### src/hsvc_pkg.sv
package hsvc_pkg;

  localparam int COUNT_W = 16;

  // configuration register indexes
  typedef enum logic [0:0] {
    CFG_PURPLE_AS_WALL = 1'b0,
    CFG_DARK_LIMIT     = 1'b1
  } cfg_index_t;

  localparam logic       PURPLE_AS_WALL_RST = 1'b1;
  localparam logic [7:0] DARK_LIMIT_RST     = 8'd70;

  // strong color gate, shared by red, green, purple
  localparam logic [7:0] STRONG_SAT_MIN = 8'd120;
  localparam logic [7:0] STRONG_VAL_LO  = 8'd60;
  localparam logic [7:0] STRONG_VAL_HI  = 8'd240;

  // hue windows
  localparam logic [7:0] RED_HUE_LO     = 8'd15;
  localparam logic [7:0] RED_HUE_HI     = 8'd175;
  localparam logic [7:0] GREEN_HUE_LO   = 8'd45;
  localparam logic [7:0] GREEN_HUE_HI   = 8'd90;
  localparam logic [7:0] PURPLE_HUE_LO  = 8'd135;
  localparam logic [7:0] PURPLE_HUE_HI  = 8'd175;
  localparam logic [7:0] BLUE_HUE_LO    = 8'd90;
  localparam logic [7:0] BLUE_HUE_HI    = 8'd135;
  localparam logic [7:0] ORANGE_HUE_LO  = 8'd15;
  localparam logic [7:0] ORANGE_HUE_HI  = 8'd45;

  // blue gate
  localparam logic [7:0] BLUE_SAT_MIN   = 8'd60;
  localparam logic [7:0] BLUE_VAL_LO    = 8'd70;
  localparam logic [7:0] BLUE_VAL_HI    = 8'd200;

  // orange gate
  localparam logic [7:0] ORANGE_SAT_MIN = 8'd30;
  localparam logic [7:0] ORANGE_VAL_LO  = 8'd60;
  localparam logic [7:0] ORANGE_VAL_HI  = 8'd240;

  // per-pixel class flags
  typedef struct packed {
    logic red;
    logic green;
    logic purple;
    logic blue;
    logic orange;
    logic wall;
  } pixel_class_t;

endpackage

### src/hsvc_classify.sv
module hsvc_classify (
  input  logic [7:0]            hue,
  input  logic [7:0]            saturation,
  input  logic [7:0]            brightness,
  input  logic                  purple_as_wall,
  input  logic [7:0]            dark_limit,
  output hsvc_pkg::pixel_class_t cls
);
  import hsvc_pkg::*;

  logic vivid;
  logic dark;

  // shared gate for the strong colors
  assign vivid = (saturation > STRONG_SAT_MIN) && (brightness > STRONG_VAL_LO)
                 && (brightness < STRONG_VAL_HI);

  // hue windows
  assign cls.red    = vivid && ((hue < RED_HUE_LO) || (hue > RED_HUE_HI));
  assign cls.green  = vivid && (hue > GREEN_HUE_LO) && (hue < GREEN_HUE_HI);
  assign cls.purple = vivid && (hue >= PURPLE_HUE_LO) && (hue <= PURPLE_HUE_HI);
  assign cls.blue   = (saturation > BLUE_SAT_MIN) && (brightness > BLUE_VAL_LO)
                      && (brightness < BLUE_VAL_HI)
                      && (hue > BLUE_HUE_LO) && (hue < BLUE_HUE_HI);
  assign cls.orange = (saturation > ORANGE_SAT_MIN) && (brightness > ORANGE_VAL_LO)
                      && (brightness < ORANGE_VAL_HI)
                      && (hue >= ORANGE_HUE_LO) && (hue <= ORANGE_HUE_HI);

  // wall: dark pixel, or bright purple when enabled
  assign dark     = brightness < dark_limit;
  assign cls.wall = dark || (cls.purple && purple_as_wall);

endmodule

### src/hsv_pixel_classifier_with_counts_top.sv
// HSV pixel classifier with per-frame counts.
// Input channel (in_valid/in_ready) takes one HSV pixel per request in raster
// order, with last_pixel set on the final pixel of a frame. Output channel
// (out_valid/out_ready) returns one result per pixel: red, green and purple
// hits for that pixel plus blue, orange, left-wall and right-wall totals of
// the frame so far, this pixel included. frame_done marks the final totals;
// all counters and the column counter clear after that pixel.
// A pixel passes two registers: an input register, then the classifier and
// counter update feeding the result register. Throughput is one pixel per cycle
// while out_ready holds, set by the single classify/increment pass between them.
// When the receiver stalls the result register holds, the input register
// fills, and in_ready drops; nothing is lost. The column counter wraps at
// IMAGE_WIDTH; columns below IMAGE_WIDTH/2 count as left.
// Counts saturate at 65535. Synchronous active-high reset clears the
// counters, the pipeline valids and loads purple_as_wall = 1, dark_limit = 70.
// Configuration writes (cfg_we/cfg_index/cfg_data) take effect at once; the user
// must make them while the block is idle, which the block does not enforce.
module hsv_pixel_classifier_with_counts_top #(
  parameter int IMAGE_WIDTH = 320
) (
  input  logic                         clk,
  input  logic                         rst,
  input  logic                         cfg_we,
  input  hsvc_pkg::cfg_index_t         cfg_index,
  input  logic [7:0]                   cfg_data,
  input  logic                         in_valid,
  output logic                         in_ready,
  input  logic [7:0]                   hue,
  input  logic [7:0]                   saturation,
  input  logic [7:0]                   brightness,
  input  logic                         last_pixel,
  output logic                         out_valid,
  input  logic                         out_ready,
  output logic                         red_hit,
  output logic                         green_hit,
  output logic                         purple_hit,
  output logic [hsvc_pkg::COUNT_W-1:0] blue_total,
  output logic [hsvc_pkg::COUNT_W-1:0] orange_total,
  output logic [hsvc_pkg::COUNT_W-1:0] left_wall_total,
  output logic [hsvc_pkg::COUNT_W-1:0] right_wall_total,
  output logic                         frame_done
);
  import hsvc_pkg::*;

  localparam int COL_W = (IMAGE_WIDTH > 1) ? $clog2(IMAGE_WIDTH) : 1;
  localparam logic [COL_W-1:0] COL_LAST = COL_W'(IMAGE_WIDTH - 1);
  localparam logic [COL_W-1:0] COL_HALF = COL_W'(IMAGE_WIDTH / 2);

  // configuration registers
  logic       purple_as_wall;
  logic [7:0] dark_limit;

  // input register
  logic       in_reg_valid;
  logic [7:0] hue_q;
  logic [7:0] sat_q;
  logic [7:0] val_q;
  logic       last_q;

  // frame state
  logic [COL_W-1:0]   column_pos;
  logic [COUNT_W-1:0] blue_acc;
  logic [COUNT_W-1:0] orange_acc;
  logic [COUNT_W-1:0] left_acc;
  logic [COUNT_W-1:0] right_acc;

  logic [COL_W-1:0]   column_pos_next;
  logic [COUNT_W-1:0] blue_acc_next;
  logic [COUNT_W-1:0] orange_acc_next;
  logic [COUNT_W-1:0] left_acc_next;
  logic [COUNT_W-1:0] right_acc_next;

  pixel_class_t cls;
  logic         out_free;
  logic         advance;
  logic         is_left;

  // handshake: result register frees when empty or taken
  assign out_free = !out_valid || out_ready;
  assign advance  = in_reg_valid && out_free;
  assign in_ready = !in_reg_valid || out_free;

  // configuration writes
  always_ff @(posedge clk) begin
    if (rst) begin
      purple_as_wall <= PURPLE_AS_WALL_RST;
      dark_limit     <= DARK_LIMIT_RST;
    end else if (cfg_we) begin
      unique case (cfg_index)
        CFG_PURPLE_AS_WALL: purple_as_wall <= cfg_data[0];
        CFG_DARK_LIMIT:     dark_limit     <= cfg_data;
      endcase
    end
  end

  // input register
  always_ff @(posedge clk) begin
    if (rst) begin
      in_reg_valid <= 1'b0;
    end else if (in_ready) begin
      in_reg_valid <= in_valid;
    end
  end

  always_ff @(posedge clk) begin
    if (in_valid && in_ready) begin
      hue_q  <= hue;
      sat_q  <= saturation;
      val_q  <= brightness;
      last_q <= last_pixel;
    end
  end

  hsvc_classify u_classify (
    .hue            (hue_q),
    .saturation     (sat_q),
    .brightness     (val_q),
    .purple_as_wall (purple_as_wall),
    .dark_limit     (dark_limit),
    .cls            (cls)
  );

  // saturating counter updates and column tracking
  assign is_left = column_pos < COL_HALF;

  always_comb begin
    blue_acc_next   = blue_acc;
    orange_acc_next = orange_acc;
    left_acc_next   = left_acc;
    right_acc_next  = right_acc;
    if (cls.blue && (blue_acc != '1)) begin
      blue_acc_next = blue_acc + 1'b1;
    end
    if (cls.orange && (orange_acc != '1)) begin
      orange_acc_next = orange_acc + 1'b1;
    end
    if (cls.wall && is_left && (left_acc != '1)) begin
      left_acc_next = left_acc + 1'b1;
    end
    if (cls.wall && !is_left && (right_acc != '1)) begin
      right_acc_next = right_acc + 1'b1;
    end
    if (last_q || (column_pos == COL_LAST)) begin
      column_pos_next = '0;
    end else begin
      column_pos_next = column_pos + 1'b1;
    end
  end

  // frame counters
  always_ff @(posedge clk) begin
    if (rst) begin
      column_pos <= '0;
      blue_acc   <= '0;
      orange_acc <= '0;
      left_acc   <= '0;
      right_acc  <= '0;
    end else if (advance) begin
      column_pos <= column_pos_next;
      if (last_q) begin
        blue_acc   <= '0;
        orange_acc <= '0;
        left_acc   <= '0;
        right_acc  <= '0;
      end else begin
        blue_acc   <= blue_acc_next;
        orange_acc <= orange_acc_next;
        left_acc   <= left_acc_next;
        right_acc  <= right_acc_next;
      end
    end
  end

  // result register
  always_ff @(posedge clk) begin
    if (rst) begin
      out_valid <= 1'b0;
    end else if (out_free) begin
      out_valid <= in_reg_valid;
    end
  end

  always_ff @(posedge clk) begin
    if (advance) begin
      red_hit          <= cls.red;
      green_hit        <= cls.green;
      purple_hit       <= cls.purple;
      blue_total       <= blue_acc_next;
      orange_total     <= orange_acc_next;
      left_wall_total  <= left_acc_next;
      right_wall_total <= right_acc_next;
      frame_done       <= last_q;
    end
  end

endmodule

### config.mk
export PLATFORM = sky130hd
export DESIGN_NAME = hsv_pixel_classifier_with_counts_top
export DESIGN_NICKNAME = d
export VERILOG_FILES = /design/src/hsvc_pkg.sv /design/src/hsvc_classify.sv /design/src/hsv_pixel_classifier_with_counts_top.sv
export SDC_FILE = /design/constraint.sdc
export NUM_CORES = 1
export LEC_CHECK = 0
export ABC_AREA = 1
export BUFFER_PORTS_ARGS = -buffer_cell sky130_fd_sc_hd__buf_2
export CAP_MARGIN = 15
export CORE_ASPECT_RATIO = 0.9
export CORE_MARGIN = 2
export CORE_UTILIZATION = 63
export CTS_CLUSTER_SIZE = 28
export DETAILED_ROUTE_END_ITERATION = 8
export PLACE_DENSITY = 0.86
export SYNTH_ARGS = -nofsm -noshare
export SYNTH_HDL_FRONTEND = slang
export SYNTH_SLANG_ARGS = --single-unit
### constraint.sdc
create_clock -name clk -period 7 [get_ports clk]
set_input_delay 1.75 -clock clk [delete_from_list [all_inputs] [get_ports clk]]
set_output_delay 1.75 -clock clk [all_outputs]
set_load 0.005 [all_outputs]
==> reports/results.ini <==
[timing]
finalSetupViolCount=0
rsz0062_at_grt=no
slew_headroom=0.3187
max_freq_mhz=248.7
tightest_slew_ps=1020
tns_ps=0
fin_crit_ps=4020
min_period_over_period=0.5743
skew_ps=7.796
finalHoldViolations=0
final-max-slew-violation-count=0

[synth]
yosysWarnings=0
synth-seq-cells=177
synth.distinct_cells=41
synthCells=1030
synth_seq_area_share=0.5049
syn-cell-area_mm2=0.008861
syn-num-nets=1081
synthFlopType=edfxtp_1
synth_edf_count=93
ys_async_sr_fraction=0
syn_area_per_cell_um2=8.603

[place]
dp_hpwl_um=11820
io_buffer_count=108
post_dp_cell_area_mm2=0.009445
gp_congestion=0.8916

[setup_path]
start_kind=input pin
cp.required_ps=7300
critPathMostFrequentCell=nand2_1
crit_chain=buf_2, inv_1, nand2_1, nand2_2, buf_4, inv_2, o21ai_0, nand2_1, a211oi_1
path_class=in2reg
cp_slowest_stage_delay_ps=800
reg2regPathDepth=7
worstPathArrival_ps=4320
rrSetupSlack_ps=4070
r2r_end=column_pos[1]
rr_startpoint=out_valid
crit_fanout=46
cp-end-kind=flop
crit_path_top_delay_cell=inv_2

[floorplan]
fp.dieArea_mm2=0.01503
fp.dieW_um=129.0
die_y_um=116.5
io_pins=109
core_mm2=0.01390
start_util=0.6374
rows=41

[clocking]
cts-resized-gates=0
clock_latency_ps=440
cts_tree=done
cts_buffers=17
clock_path_buffers=2
cts.sinks=177
postCtsSetupBuffers=0
ctsHoldBuffers=0
path_clk_slew_ps=70
cts_root_buffer=clkbuf_16
h-tree-depth=4

[final_layout]
layout_commonest_cell=nand2_1
final_cell_area_mm2=0.01005
drive_gt1_frac=0.2088
finalNetCount=1173
antenna_cells=0
area_growth_pct=13.41
mostFrequentLayoutCells=nand2_1, buf_2, edfxtp_1

[min_path]
whs_path_depth=2
hold_path_class=reg2reg
holdPathEnd=dark_limit[3]
hp-start=dark_limit[3]

[power]
leakage_nw=3.818
power_mw=2.273
cellPowerDensity_mw_per_mm2=226.2
ir_drop_mv=0.2202

[drt]
finalWirelength_um=18410
first_pass_iters=6
viasPerCell=5.430
via_count=7211
antenna_left=0
post_drt_wl_per_cell_um=13.86
drt-initial-drc-count=845
drc=0

[global_routing]
grt_usage=0.2558
grt_start_max_net_pins=68
grt_overflow=0
grt_pass1_wl_um=30320
antenna_found_initial=0
grt_pass1_vias=6545

[flow_run]
cap_violations=0

[run_status]
status=complete, no violations

==> state kept, by name, indices dropped and copies added, names as in the netlist <==
name / cells
orange_acc: 16
red_hit: 1
hue_q: 8
purple_hit: 1
green_hit: 1
dark_limit: 8
sat_q: 8
in_reg_valid: 1
right_acc: 16
right_wall_total: 16
orange_total: 16
blue_acc: 16
blue_total: 16
last_q: 1
val_q: 8
left_acc: 16
frame_done: 1
out_valid: 1
purple_as_wall: 1
column_pos: 9
left_wall_total: 16
==> power breakdown <==
group | internal [mW] | switching, mW
clock | 0.566 | 0.413
sequential | 1.13 | 0.0160
combinational | 0.0474 | 0.102
==> synth_stat cells, types with 15 or more instances <==
master,count,share of area
edfxtp_1,93,0.32
nand4_1,42,0.030
a21oi_1,64,0.036
nand2_1,298,0.13
nand3_1,50,0.028
o21ai_0,15,0.0085
a21oi_2,15,0.015
inv_1,93,0.039
nand2_2,26,0.018
nor2_1,56,0.024
o21ai_2,26,0.026
dfxtp_1,84,0.19
clkbuf_1,20,0.0085
xor2_1,37,0.037
==> per-layer routing <==
metal / vias to the layer above / routed length (um) / GRT usage
met5: - / 0 / 0
met4: 0 / 265 / 0.08986
met3: 32 / 1225 / 0.06459
met2: 272 / 8702 / 0.4116
met1: 3306 / 8218 / 0.3405
li1: 3601 / - / -
==> through the flow <==
| stage | instances | util | hold WS, ps | worst slack (ps) |
|---|---|---|---|---|
| after floorplan | 1030 | - | 424.7 | 2799 |
| after global placement | 1296 | 0.6794 | 454.7 | 2629 |
| after detailed placement | 1296 | 0.6794 | 460.9 | 2562 |
| after CTS | 1328 | 0.7229 | 473.6 | 3024 |
| after global routing | 1328 | 0.7229 | 489.6 | 2748 |
| final | 1328 | 0.7229 | 469.6 | 2980 |
==> worst max-delay path: cells and delay by family <==
family | cells | cell delay, ps
AND/OR/NAND/NOR | 3 | 790
AO/OA/AOI/OAI | 2 | 380
buffers and inverters | 4 | 1360
==> worst max-delay path by stage <==
stage                         start              end  depth (start not counted)
after global placement    out_ready  orange_total[5]                          7
after global routing      out_ready    column_pos[1]                          9
final                     out_ready    column_pos[1]                          9
after CTS                 out_ready    column_pos[1]                          9
after floorplan           out_ready    column_pos[1]                          7
after detailed placement  out_ready    column_pos[1]                          9
==> cell families (layout without fill, tap and decap cells) <==
family / after synthesis / in the layout / share of synthesized area
DFF: 177 / 177 / 0.5049
xor gates and xnor gates: 46 / 46 / 0.04632
adders and majority gates: 12 / 12 / 0.01694
buffers and inverters: 137 / 242 / 0.06919
and+or+nand+nor: 527 / 527 / 0.2686
AOI/OAI and AO/OA: 131 / 131 / 0.09404
==> area by class of cell <==
class / count / area (um2)
multi-input combinational: 716 / 3784
clock inverter: 14 / 175.2
clock buffer: 18 / 429.2
fill: 1013 / 3852
inverter: 96 / 360.3
timing repair buffer: 114 / 585.6
sequential: 177 / 4474
tap: 193 / 241.5
No activity file was read; power rests on OpenSTA's default activity.
